==> src/rtl/tlr_pkg.sv <==
// tlr_pkg: shared types and constants of the thick line rasterizer
// no dependencies; imported by every module of the block
`timescale 1ns / 1ps

package tlr_pkg;

    localparam int CANVAS_BITS  = 12;
    localparam int THICK_BITS   = 3;
    localparam int COLOR_BITS   = 24;
    localparam int CFG_IDX_BITS = 2;
    localparam int CFG_DAT_BITS = 24;

    typedef enum logic [CFG_IDX_BITS-1:0] {
        CFG_CANVAS_WIDTH    = 2'd0,
        CFG_CANVAS_HEIGHT   = 2'd1,
        CFG_BRUSH_THICKNESS = 2'd2,
        CFG_DRAW_COLOR      = 2'd3
    } cfg_index_t;

    localparam logic OP_LOAD    = 1'b0;
    localparam logic OP_ADVANCE = 1'b1;

    localparam logic [CANVAS_BITS-1:0] RST_CANVAS_WIDTH    = 12'd640;
    localparam logic [CANVAS_BITS-1:0] RST_CANVAS_HEIGHT   = 12'd480;
    localparam logic [THICK_BITS-1:0]  RST_BRUSH_THICKNESS = 3'd3;
    localparam logic [COLOR_BITS-1:0]  RST_DRAW_COLOR      = 24'd0;

    typedef struct packed {
        logic [CANVAS_BITS-1:0] canvas_width;
        logic [CANVAS_BITS-1:0] canvas_height;
        logic [THICK_BITS-1:0]  brush_thickness;
        logic [COLOR_BITS-1:0]  draw_color;
    } cfg_t;

    typedef struct packed {
        logic                   has_pixels;
        logic                   line_done;
        logic [CANVAS_BITS-1:0] x_lo;
        logic [CANVAS_BITS-1:0] x_hi;
        logic [CANVAS_BITS-1:0] y_lo;
        logic [CANVAS_BITS-1:0] y_hi;
        logic [COLOR_BITS-1:0]  color;
    } stamp_job_t;

endpackage

==> src/rtl/tlr_item_if.sv <==
// tlr_item_if: input item channel (opcode and line endpoints)
// depends on nothing
`timescale 1ns / 1ps

interface tlr_item_if #(
    parameter int COORD_BITS = 13
);
    logic                         valid;
    logic                         ready;
    logic                         opcode;
    logic signed [COORD_BITS-1:0] start_x;
    logic signed [COORD_BITS-1:0] start_y;
    logic signed [COORD_BITS-1:0] end_x;
    logic signed [COORD_BITS-1:0] end_y;

    modport source (
        output valid, opcode, start_x, start_y, end_x, end_y,
        input  ready
    );

    modport sink (
        input  valid, opcode, start_x, start_y, end_x, end_y,
        output ready
    );
endinterface

==> src/rtl/tlr_pixel_if.sv <==
// tlr_pixel_if: result channel, one stamp pixel per beat
// depends on nothing
`timescale 1ns / 1ps

interface tlr_pixel_if;
    logic        valid;
    logic        ready;
    logic [11:0] pixel_x;
    logic [11:0] pixel_y;
    logic        pixel_valid;
    logic [23:0] pixel_color;
    logic        last_of_step;
    logic        line_done;

    modport source (
        output valid, pixel_x, pixel_y, pixel_valid, pixel_color, last_of_step,
               line_done,
        input  ready
    );

    modport sink (
        input  valid, pixel_x, pixel_y, pixel_valid, pixel_color, last_of_step,
               line_done,
        output ready
    );
endinterface

==> src/rtl/tlr_cfg_if.sv <==
// tlr_cfg_if: configuration write channel, register index and data
// depends on nothing
`timescale 1ns / 1ps

interface tlr_cfg_if;
    logic        valid;
    logic        ready;
    logic [1:0]  index;
    logic [23:0] data;

    modport source (
        output valid, index, data,
        input  ready
    );

    modport sink (
        input  valid, index, data,
        output ready
    );
endinterface

==> src/rtl/tlr_walker.sv <==
// tlr_walker: input register, Bresenham walk state and stamp bound setup
// depends on tlr_pkg and tlr_item_if
`timescale 1ns / 1ps

module tlr_walker #(
    parameter int COORD_BITS = 13,
    parameter int MAX_RADIUS = 3
) (
    input  logic               clk,
    input  logic               rst_n,
    tlr_item_if.sink           item,
    input  tlr_pkg::cfg_t      cfg,
    output logic               job_valid,
    output tlr_pkg::stamp_job_t job,
    input  logic               job_ready
);
    import tlr_pkg::*;

    localparam int CW = COORD_BITS;
    localparam int DW = CW + 1;
    localparam int EW = CW + 3;
    localparam int SW = (CW > CANVAS_BITS ? CW : CANVAS_BITS) + 2;

    // input register
    logic                 hold_reg;
    logic                 op_reg;
    logic signed [CW-1:0] sx_reg, sy_reg, ex_reg, ey_reg;

    // walk state
    logic signed [CW-1:0] px_reg, py_reg, tx_reg, ty_reg;
    logic        [DW-1:0] dx_reg;
    logic signed [DW-1:0] ndy_reg;
    logic        [1:0]    dirs_reg;
    logic signed [EW-1:0] err_reg;
    logic                 active_reg;

    logic                 accept;
    logic                 consume;

    logic signed [DW-1:0] x0e, y0e, x1e, y1e;
    logic        [DW-1:0] dx_load;
    logic signed [DW-1:0] ndy_load;
    logic signed [EW-1:0] err_load;
    logic        [1:0]    dirs_load;

    logic                 at_end;
    logic signed [EW:0]   e2;
    logic                 step_x, step_y;
    logic signed [EW-1:0] add_x, add_y;
    logic signed [EW-1:0] err_adv;
    logic signed [CW-1:0] px_adv, py_adv;

    logic [1:0]           half;
    logic [1:0]           rad;
    logic signed [SW-1:0] pxs, pys, rs, wm1, hm1;
    logic signed [SW-1:0] xa_raw, xb_raw, ya_raw, yb_raw;
    logic signed [SW-1:0] xa, xb, ya, yb;

    assign accept     = item.valid && item.ready;
    assign consume    = hold_reg && ((op_reg == OP_LOAD) || job_ready);
    assign item.ready = !hold_reg || consume;
    assign job_valid  = hold_reg && (op_reg == OP_ADVANCE);

    always_ff @(posedge clk or negedge rst_n)
    begin
        if (!rst_n)
        begin
            hold_reg <= 1'b0;
        end
        else if (accept)
        begin
            hold_reg <= 1'b1;
        end
        else if (consume)
        begin
            hold_reg <= 1'b0;
        end
    end

    always_ff @(posedge clk)
    begin
        if (accept)
        begin
            op_reg <= item.opcode;
            sx_reg <= item.start_x;
            sy_reg <= item.start_y;
            ex_reg <= item.end_x;
            ey_reg <= item.end_y;
        end
    end

    // load setup
    always_comb
    begin
        x0e       = DW'(sx_reg);
        y0e       = DW'(sy_reg);
        x1e       = DW'(ex_reg);
        y1e       = DW'(ey_reg);
        dx_load   = (x1e > x0e) ? DW'(x1e - x0e) : DW'(x0e - x1e);
        ndy_load  = (y1e > y0e) ? (y0e - y1e) : (y1e - y0e);
        err_load  = $signed(EW'(dx_load)) + EW'(ndy_load);
        dirs_load = {!(y0e < y1e), !(x0e < x1e)};
    end

    // one error-term step
    always_comb
    begin
        at_end  = (px_reg == tx_reg) && (py_reg == ty_reg);
        e2      = {err_reg, 1'b0};
        step_x  = e2 >= (EW+1)'(ndy_reg);
        step_y  = e2 <= $signed((EW+1)'(dx_reg));
        add_x   = step_x ? EW'(ndy_reg) : EW'(0);
        add_y   = step_y ? $signed(EW'(dx_reg)) : EW'(0);
        err_adv = err_reg + add_x + add_y;
        px_adv  = px_reg;
        py_adv  = py_reg;
        if (step_x)
        begin
            px_adv = dirs_reg[0] ? px_reg - CW'(1) : px_reg + CW'(1);
        end
        if (step_y)
        begin
            py_adv = dirs_reg[1] ? py_reg - CW'(1) : py_reg + CW'(1);
        end
    end

    // clipped stamp bounds
    always_comb
    begin
        half   = cfg.brush_thickness[2:1];
        rad    = (int'(half) > MAX_RADIUS) ? 2'(MAX_RADIUS) : half;
        pxs    = SW'(px_reg);
        pys    = SW'(py_reg);
        rs     = $signed(SW'(rad));
        wm1    = $signed(SW'(cfg.canvas_width)) - SW'(1);
        hm1    = $signed(SW'(cfg.canvas_height)) - SW'(1);
        xa_raw = pxs - rs;
        xb_raw = pxs + rs;
        ya_raw = pys - rs;
        yb_raw = pys + rs;
        xa     = (xa_raw < 0) ? SW'(0) : xa_raw;
        ya     = (ya_raw < 0) ? SW'(0) : ya_raw;
        xb     = (xb_raw > wm1) ? wm1 : xb_raw;
        yb     = (yb_raw > hm1) ? hm1 : yb_raw;

        job.has_pixels = active_reg && (xa <= xb) && (ya <= yb);
        job.line_done  = !active_reg || at_end;
        job.x_lo       = xa[CANVAS_BITS-1:0];
        job.x_hi       = xb[CANVAS_BITS-1:0];
        job.y_lo       = ya[CANVAS_BITS-1:0];
        job.y_hi       = yb[CANVAS_BITS-1:0];
        job.color      = cfg.draw_color;
    end

    always_ff @(posedge clk or negedge rst_n)
    begin
        if (!rst_n)
        begin
            px_reg     <= '0;
            py_reg     <= '0;
            tx_reg     <= '0;
            ty_reg     <= '0;
            dx_reg     <= '0;
            ndy_reg    <= '0;
            dirs_reg   <= '0;
            err_reg    <= '0;
            active_reg <= 1'b0;
        end
        else if (consume)
        begin
            if (op_reg == OP_LOAD)
            begin
                px_reg     <= sx_reg;
                py_reg     <= sy_reg;
                tx_reg     <= ex_reg;
                ty_reg     <= ey_reg;
                dx_reg     <= dx_load;
                ndy_reg    <= ndy_load;
                dirs_reg   <= dirs_load;
                err_reg    <= err_load;
                active_reg <= 1'b1;
            end
            else if (active_reg)
            begin
                if (at_end)
                begin
                    active_reg <= 1'b0;
                end
                else
                begin
                    px_reg  <= px_adv;
                    py_reg  <= py_adv;
                    err_reg <= err_adv;
                end
            end
        end
    end

endmodule

==> src/rtl/tlr_stamp.sv <==
// tlr_stamp: stamp scanner and result register, one pixel per beat
// depends on tlr_pkg and tlr_pixel_if
`timescale 1ns / 1ps

module tlr_stamp (
    input  logic                clk,
    input  logic                rst_n,
    input  logic                job_valid,
    input  tlr_pkg::stamp_job_t job,
    output logic                job_ready,
    tlr_pixel_if.source         pixel
);
    import tlr_pkg::*;

    logic                   busy_reg;
    logic                   has_reg;
    logic                   done_reg;
    logic [CANVAS_BITS-1:0] x_reg, y_reg;
    logic [CANVAS_BITS-1:0] xlo_reg, xhi_reg, yhi_reg;
    logic [COLOR_BITS-1:0]  color_reg;

    logic last;
    logic take;
    logic step;

    assign last      = !has_reg || ((x_reg == xhi_reg) && (y_reg == yhi_reg));
    assign job_ready = !busy_reg || (pixel.ready && last);
    assign take      = job_valid && job_ready;
    assign step      = busy_reg && pixel.ready && !last;

    always_ff @(posedge clk or negedge rst_n)
    begin
        if (!rst_n)
        begin
            busy_reg <= 1'b0;
        end
        else if (take)
        begin
            busy_reg <= 1'b1;
        end
        else if (pixel.ready && last)
        begin
            busy_reg <= 1'b0;
        end
    end

    always_ff @(posedge clk)
    begin
        if (take)
        begin
            has_reg   <= job.has_pixels;
            done_reg  <= job.line_done;
            x_reg     <= job.x_lo;
            y_reg     <= job.y_lo;
            xlo_reg   <= job.x_lo;
            xhi_reg   <= job.x_hi;
            yhi_reg   <= job.y_hi;
            color_reg <= job.color;
        end
        else if (step)
        begin
            if (x_reg == xhi_reg)
            begin
                x_reg <= xlo_reg;
                y_reg <= y_reg + CANVAS_BITS'(1);
            end
            else
            begin
                x_reg <= x_reg + CANVAS_BITS'(1);
            end
        end
    end

    assign pixel.valid        = busy_reg;
    assign pixel.pixel_x      = has_reg ? x_reg : '0;
    assign pixel.pixel_y      = has_reg ? y_reg : '0;
    assign pixel.pixel_valid  = has_reg;
    assign pixel.pixel_color  = has_reg ? color_reg : '0;
    assign pixel.last_of_step = last;
    assign pixel.line_done    = done_reg;

endmodule

==> src/rtl/thick_line_rasterizer.sv <==
// thick_line_rasterizer: top level, configuration registers and the two stages
// depends on tlr_pkg, the channel interfaces, tlr_walker and tlr_stamp
`timescale 1ns / 1ps

// Line walker with a square brush. A load item is held in the input register
// and gives no beat; it overlaps with pixels still going out. An advance item
// gives one result beat per cycle, while the receiver is ready, for each pixel
// of its clipped stamp, so between 1 and (2*MAX_RADIUS+1)^2 beats, nine at
// brush thickness 2 or 3; a fully clipped stamp or an advance with no line
// gives a single beat. The stamp scanner in the output stage moves one pixel
// per beat; a waiting advance starts in the cycle after the last pixel of the
// one before. Configuration writes are taken at once.

module thick_line_rasterizer #(
    parameter int COORD_BITS = 13,
    parameter int MAX_RADIUS = 3
) (
    input  logic        clk,
    input  logic        rst_n,
    tlr_item_if.sink    item,
    tlr_cfg_if.sink     cfg,
    tlr_pixel_if.source pixel
);
    import tlr_pkg::*;

    cfg_t       cfg_reg;
    logic       job_valid;
    stamp_job_t job;
    logic       job_ready;

    assign cfg.ready = 1'b1;

    always_ff @(posedge clk or negedge rst_n)
    begin
        if (!rst_n)
        begin
            cfg_reg.canvas_width    <= RST_CANVAS_WIDTH;
            cfg_reg.canvas_height   <= RST_CANVAS_HEIGHT;
            cfg_reg.brush_thickness <= RST_BRUSH_THICKNESS;
            cfg_reg.draw_color      <= RST_DRAW_COLOR;
        end
        else if (cfg.valid)
        begin
            case (cfg_index_t'(cfg.index))
                CFG_CANVAS_WIDTH:    cfg_reg.canvas_width    <= cfg.data[CANVAS_BITS-1:0];
                CFG_CANVAS_HEIGHT:   cfg_reg.canvas_height   <= cfg.data[CANVAS_BITS-1:0];
                CFG_BRUSH_THICKNESS: cfg_reg.brush_thickness <= cfg.data[THICK_BITS-1:0];
                CFG_DRAW_COLOR:      cfg_reg.draw_color      <= cfg.data[COLOR_BITS-1:0];
                default:             cfg_reg                 <= cfg_reg;
            endcase
        end
    end

    tlr_walker #(
        .COORD_BITS (COORD_BITS),
        .MAX_RADIUS (MAX_RADIUS)
    ) u_walker (
        .clk       (clk),
        .rst_n     (rst_n),
        .item      (item),
        .cfg       (cfg_reg),
        .job_valid (job_valid),
        .job       (job),
        .job_ready (job_ready)
    );

    tlr_stamp u_stamp (
        .clk       (clk),
        .rst_n     (rst_n),
        .job_valid (job_valid),
        .job       (job),
        .job_ready (job_ready),
        .pixel     (pixel)
    );

endmodule

==> src/flat_wrapper.sv <==
// flat-port wrapper written by rule: the top's interface ports become plain ports
module thick_line_rasterizer_flat import tlr_pkg::*;
#(
    parameter int COORD_BITS = 13,
    parameter int MAX_RADIUS = 3
)
  (clk, rst_n, item_valid, item_opcode, item_start_x, item_start_y, item_end_x, item_end_y, item_ready, cfg_valid, cfg_index, cfg_data, cfg_ready, pixel_valid, pixel_pixel_x, pixel_pixel_y, pixel_pixel_valid, pixel_pixel_color, pixel_last_of_step, pixel_line_done, pixel_ready);
  tlr_item_if #(.COORD_BITS(COORD_BITS)) item_i ();
  tlr_cfg_if cfg_i ();
  tlr_pixel_if pixel_i ();
  input  logic clk;
  input  logic rst_n;
  input wire logic [$bits(item_i.valid)-1:0] item_valid;
  input wire logic [$bits(item_i.opcode)-1:0] item_opcode;
  input wire logic [$bits(item_i.start_x)-1:0] item_start_x;
  input wire logic [$bits(item_i.start_y)-1:0] item_start_y;
  input wire logic [$bits(item_i.end_x)-1:0] item_end_x;
  input wire logic [$bits(item_i.end_y)-1:0] item_end_y;
  output wire logic [$bits(item_i.ready)-1:0] item_ready;
  input wire logic [$bits(cfg_i.valid)-1:0] cfg_valid;
  input wire logic [$bits(cfg_i.index)-1:0] cfg_index;
  input wire logic [$bits(cfg_i.data)-1:0] cfg_data;
  output wire logic [$bits(cfg_i.ready)-1:0] cfg_ready;
  output wire logic [$bits(pixel_i.valid)-1:0] pixel_valid;
  output wire logic [$bits(pixel_i.pixel_x)-1:0] pixel_pixel_x;
  output wire logic [$bits(pixel_i.pixel_y)-1:0] pixel_pixel_y;
  output wire logic [$bits(pixel_i.pixel_valid)-1:0] pixel_pixel_valid;
  output wire logic [$bits(pixel_i.pixel_color)-1:0] pixel_pixel_color;
  output wire logic [$bits(pixel_i.last_of_step)-1:0] pixel_last_of_step;
  output wire logic [$bits(pixel_i.line_done)-1:0] pixel_line_done;
  input wire logic [$bits(pixel_i.ready)-1:0] pixel_ready;
  assign item_i.valid = item_valid;
  assign item_i.opcode = item_opcode;
  assign item_i.start_x = item_start_x;
  assign item_i.start_y = item_start_y;
  assign item_i.end_x = item_end_x;
  assign item_i.end_y = item_end_y;
  assign item_ready = item_i.ready;
  assign cfg_i.valid = cfg_valid;
  assign cfg_i.index = cfg_index;
  assign cfg_i.data = cfg_data;
  assign cfg_ready = cfg_i.ready;
  assign pixel_valid = pixel_i.valid;
  assign pixel_pixel_x = pixel_i.pixel_x;
  assign pixel_pixel_y = pixel_i.pixel_y;
  assign pixel_pixel_valid = pixel_i.pixel_valid;
  assign pixel_pixel_color = pixel_i.pixel_color;
  assign pixel_last_of_step = pixel_i.last_of_step;
  assign pixel_line_done = pixel_i.line_done;
  assign pixel_i.ready = pixel_ready;
  thick_line_rasterizer #(.COORD_BITS(COORD_BITS), .MAX_RADIUS(MAX_RADIUS)) u_core (.clk(clk), .rst_n(rst_n), .item(item_i), .cfg(cfg_i), .pixel(pixel_i));
endmodule
==> config.mk <==
export PLATFORM = sky130hd
export DESIGN_NAME = thick_line_rasterizer_flat
export DESIGN_NICKNAME = d
export VERILOG_FILES = /design/src/rtl/tlr_pkg.sv /design/src/rtl/tlr_item_if.sv /design/src/rtl/tlr_pixel_if.sv /design/src/rtl/tlr_cfg_if.sv /design/src/rtl/tlr_walker.sv /design/src/rtl/tlr_stamp.sv /design/src/rtl/thick_line_rasterizer.sv /design/src/flat_wrapper.sv
export SDC_FILE = /design/constraint.sdc
export NUM_CORES = 1
export LEC_CHECK = 0
export BUFFER_PORTS_ARGS = -buffer_cell sky130_fd_sc_hd__buf_2
export CAP_MARGIN = 20
export CORE_MARGIN = 3
export CORE_UTILIZATION = 35
export CTS_CLUSTER_DIAMETER = 150
export CTS_CLUSTER_SIZE = 24
export DETAILED_ROUTE_END_ITERATION = 10
export GPL_TIMING_DRIVEN = 0
export SLEW_MARGIN = 20
export SYNTH_ARGS = -nofsm -noshare
export SYNTH_HDL_FRONTEND = slang
export SYNTH_SLANG_ARGS = --single-unit
==> constraint.sdc <==
create_clock -name clk -period 4.69 [get_ports clk]
set_input_delay 1.1725 -clock clk [delete_from_list [all_inputs] [get_ports clk]]
set_output_delay 1.1725 -clock clk [all_outputs]
set_load 0.01 [all_outputs]
==> results <==
- For this run, asynchronously set or reset flops after synthesis account for between 50% and 60%.
- The power per standard cell area is roughly 680 nW/µm².
- The post-detailed-placement half-perimeter wirelength is 47500 µm.
- The relative contribution of combinational cells to total power is 67.4%.
- The number of antenna diodes in the final layout is 0.
- After synthesis, the share of cell area in mux cells is 5.77%.
- Using the TritonRoute via totals, the vias-per-cell ratio works out to 5.29.
- The fraction of final layout cells sized beyond drive strength 1 is 22.3%.
- After layout, the minimum clock period comes to ~5.1 ns.
- The total clock buffers created by CTS is 16.
- Summing the areas of all fa, ha and maj instances in the mapped netlist gives roughly 14% of the synthesized area.
- The number of iterations in the first detailed-routing pass is 4.
- Prior to clock tree synthesis, the placed netlist has a worst setup slack of -1.11 ns.
- The min-delay analysis places its worst path in the category register to register.
- The synthesized design spends more area on one cell type than any other, namely sky130_fd_sc_hd__edfxtp_1.
- Entering global routing, the biggest net connects 83 pins.
- The fraction of the mapped netlist area in compound gates is 14.2%.
- The flip-flop count of the largest register, all copies and words added is 50.
- The checks that failed: negative setup slack.
- In the final routed layout, each cell accounts on average for 19.2 µm.
- The transition time at the pin with the least slew margin is 0.952 ns.
- Counting flops with a built-in enable in the synthesized netlist gives 139.
- The most used routing layer in global routing is met2.
- IR analysis of the VDD net gives a maximum drop of roughly 340 µV.
- Setup repair after global routing could not meet its margin everywhere.
- The startpoint identified for the worst register-to-register timing path is u_core.cfg_reg[27].
- The share of power burned in registers is between 20% and 30%.
- The overall overflow remaining after global route is 0.
- The met2 routing resource usage after global routing is 32.2%.
- The floorplan row count is 89.
- The final route contains 17094 vias.
- By area, the combinational part of the netlist is dominated by simple AND/OR/NAND/NOR gates.
- Ranked by total cell area, the synthesized netlist is headed by sky130_fd_sc_hd__edfxtp_1 (20%), sky130_fd_sc_hd__dfrtp_1 (17%), sky130_fd_sc_hd__ha_1 (12%).
- Once detail routing completed, the nets flagged for antenna violations numbered 0.
- By count the netlist is led by sky130_fd_sc_hd__ha_1 (198), sky130_fd_sc_hd__nand2_1 (179), sky130_fd_sc_hd__inv_1 (169), sky130_fd_sc_hd__nor2_1 (165), sky130_fd_sc_hd__o21ai_0 (157).
- The classification of the worst setup path is register to register.
- After floorplanning, the core was sized to cover 59200 µm².
- The worst setup path is launched from a register.
- Among all cell types in the netlist, the one instantiated most often is sky130_fd_sc_hd__ha_1.
- The remaining max-slew budget at the tightest pin is a little over a third.
- The clock network latency to the later pin of the worst-skew pair is approximately 0.54 ns.
- The die span in x is between 200 and 300 µm.
- The clock network accounts for 9.4% of the total power.
- The count of buffers added on input and output ports is about 140.
- Of the total power, the share spent switching nets is about 45%.
- The most used flip-flop cell after synthesis is sky130_fd_sc_hd__dfrtp_1.
- For met1 alone, demand over resource in global routing was 25.0%.
- The worst hold path startpoint is u_core.cfg_reg[22].
- The final worst-path setup slack is -0.373 ns.
- The number of global-route vias before repair is 17292.
- The total nets after synthesis is 2517.
- The signed area change from the synthesized netlist to the final layout is 19.1%.
- The maximum net fanout on the critical path is 7.
- The final setup skew is 0.0203 ns.
- The launch point of the critical path is u_core.cfg_reg[27].
- The flow ran to the end, but the final reports show violations.
- The mean instance size in the synthesized netlist is 9.53 µm².
- The DRC violations left is 0.
- The die covers between 60000 and 70000 µm².
- TritonCTS built the clock tree.
- The cell area after technology mapping is 21100 µm².
- For this design the total switching power over the nets is 7.77 mW.
- The number of standard cells in the final layout excluding fillers is ~3200.
- The post-route fraction of the period consumed by the critical path is 108%.
- For this configuration, the core starts out at a cell density of 35.5%.
- Global routing used 2.34% of the available met3 tracks.
- Max-cap violations in this run came to 0.
- Data arrives at the worst endpoint at about 5.4 ns.
- After clock tree synthesis, the clock-pin slew on the worst setup and hold paths is roughly 0.10 ns.
- In this run the static leakage power is 10.8 nW.
- Setup total negative slack on the finished layout was measured at -0.559 ns.
- The share of Yosys cell area claimed by the top area cell type is 19.8%.
- The number of max-slew violations in the final report is 0.
- The maximum buffer depth of the clock tree is 3.
- In the final design database the tool counted around 2800 nets.
- The initial antenna violation count is 2.
- The synthesized instance count is 2209.
- The wire length of the first global-routing pass is around 96000 µm.
- After synthesis, flip-flops and latches occupy 37.8% of the total area.
- The synthesis warning total is 0.
- The number of placed instances, taps included, is between 3000 and 4000.
- The maximum frequency from static timing analysis is roughly 200 MHz.
- The worst setup path is captured at a register.
- CTS built an H-tree with a depth of 1.
- The final wirelength is 62100 µm.
- The distinct cell type count after synthesis is 84.
- In this run the vertical extent of the chip is approximately 250 µm.
- The weighted congestion at the end of routability-driven global placement is 0.885.
- The required time of the worst setup path is just over 5 ns.
- The tree built by TritonCTS fans out to just under 300 sinks.
- The number of failing setup endpoints in the final timing report is 5.
- The number of register bits inferred by synthesis is 290.
- The total internal power is between 9 and 10 mW.
- The xor and xnor area share after synthesis is about 8%.
- The hold violation count in the final report is 0.
- The clock root buffer is sky130_fd_sc_hd__clkbuf_16.
- Global routing consumed, over all layers together, 19.1% of the routing resources.
- The detailed router's first-iteration violation count is ~1200.
- The number of top-level pins is 138.
- The simple logic cell fraction of the synthesized area is around 15%.
## kinds of logic after synthesis
kind of cell | count (synthesis)
and+or+nand+nor | 652
adders and majority gates | 224
AOI/OAI and AO/OA | 473
other | 1
DFF | 290
muxes | 109
buffers and inverters | 270
xor gates and xnor gates | 190
## power by group through the flow
| stage | sequential (mW) | combinational, mW | clock, mW |
|---|---|---|---|
| 6_report | 3.98 | 11.5 | 1.61 |
| 5_1_grt | 4.05 | 12.7 | 1.75 |
| 4_1_cts | 3.97 | 10.7 | 1.65 |
| 3_5_place_dp | 4.03 | 9.57 | 0 |
| 3_3_place_gp | 4.02 | 9.29 | 0 |
| 2_1_floorplan | 3.84 | 7.26 | 0 |
## final timing paths
check,depth (start not counted),slack [ns],to
worst min register to register,0,0.45,u_core.u_stamp.color_reg[22]
max in group asynchronous,2,3.21,u_core.u_walker.err_reg[12]
worst max register to register,23,-0.37,u_core.u_stamp.pixel.pixel_valid
worst min-delay path,0,0.45,u_core.u_stamp.color_reg[22]
worst max-delay path,23,-0.37,u_core.u_stamp.pixel.pixel_valid
min in group asynchronous,1,0.57,u_core.cfg_reg[23]
## repair_timing
action | CTS | global route
hold buffers | 0 | 0
setup buffers | 64 | 23
resized for setup | 133 | 110
pin swaps | 63 | 74
setup endpoints to repair | 24 | 21
## layer usage
metal	up-vias	routed length (µm)	share of wire, %
met5	-	0	0
li1	8200	-	-
met3	118	2830	4.6
met4	0	2820	4.5
met2	452	28900	47
met1	8324	27600	44
## area by class of cell
type	count	area, µm²
Fill cell	5709	34200
Timing Repair Buffer	225	1450
Tap cell	773	967
Clock inverter	2	25.0
Clock buffer	26	459
Inverter	177	667
Buffer	89	445
Multi-Input combinational cell	1649	13100
Sequential cell	290	7970
## critical path: stages (launching register included)
cell and delay [ns]:
sky130_fd_sc_hd__dfrtp_1 0.43, sky130_fd_sc_hd__inv_2 0.10, sky130_fd_sc_hd__ha_4 0.15, sky130_fd_sc_hd__nand3_2 0.08
sky130_fd_sc_hd__or3_4 0.35, sky130_fd_sc_hd__or3_4 0.35, sky130_fd_sc_hd__or3_4 0.41, sky130_fd_sc_hd__ha_4 0.30
sky130_fd_sc_hd__nand4_1 0.10, sky130_fd_sc_hd__nor2_2 0.14, sky130_fd_sc_hd__a21oi_1 0.09, sky130_fd_sc_hd__a41oi_2 0.30
sky130_fd_sc_hd__clkbuf_8 0.21, sky130_fd_sc_hd__buf_4 0.15, sky130_fd_sc_hd__nand2_1 0.05, sky130_fd_sc_hd__o21ai_1 0.12
sky130_fd_sc_hd__ha_1 0.27, sky130_fd_sc_hd__nand3_1 0.08, sky130_fd_sc_hd__nor2_1 0.07, sky130_fd_sc_hd__a2111oi_2 0.38
sky130_fd_sc_hd__nand2_1 0.15, sky130_fd_sc_hd__o2bb2ai_4 0.22, sky130_fd_sc_hd__o211ai_1 0.13, sky130_fd_sc_hd__a211oi_2 0.25
## cells in the final DEF (no fill, tap or decap), types with 18 or more instances in the layout
cell type                  netlist  layout
sky130_fd_sc_hd__nand2_1       179     179
sky130_fd_sc_hd__ha_1          198     178
sky130_fd_sc_hd__inv_1         169     163
sky130_fd_sc_hd__nor2_1        165     155
sky130_fd_sc_hd__buf_2          21     152
sky130_fd_sc_hd__edfxtp_1      139     139
sky130_fd_sc_hd__dfrtp_1       144     136
sky130_fd_sc_hd__o21ai_0       157     135
sky130_fd_sc_hd__a21oi_1       119     104
sky130_fd_sc_hd__xnor2_1       110      96
sky130_fd_sc_hd__buf_4           3      88
sky130_fd_sc_hd__xor2_1         79      76
sky130_fd_sc_hd__mux2_2         67      67
sky130_fd_sc_hd__and2_1         65      63
sky130_fd_sc_hd__clkbuf_1       62      60
sky130_fd_sc_hd__a21o_1         50      49
sky130_fd_sc_hd__nand3_1        49      42
sky130_fd_sc_hd__nand4_1        32      32
sky130_fd_sc_hd__nor3_1         37      31
sky130_fd_sc_hd__mux2i_1        34      27
sky130_fd_sc_hd__nand2b_1       20      20
sky130_fd_sc_hd__fa_1           26      20
sky130_fd_sc_hd__nor2b_1        23      19
sky130_fd_sc_hd__ha_4            0      19
sky130_fd_sc_hd__and3_1         19      18
## per-stage QoR
stage | area (µm²) | util (%) | power, mW | hold WS, ns
after floorplan | 21100 | - | 11.1 | 0.419
after global placement | 22700 | 38.4 | 13.3 | 0.422
after detailed placement | 22800 | 38.5 | 13.6 | 0.428
after CTS | 24500 | 41.3 | 16.3 | 0.451
after global routing | 25100 | 42.3 | 18.5 | 0.461
final | 25100 | 42.3 | 17.1 | 0.450
Note: power is estimated with default switching activity, not from simulation.
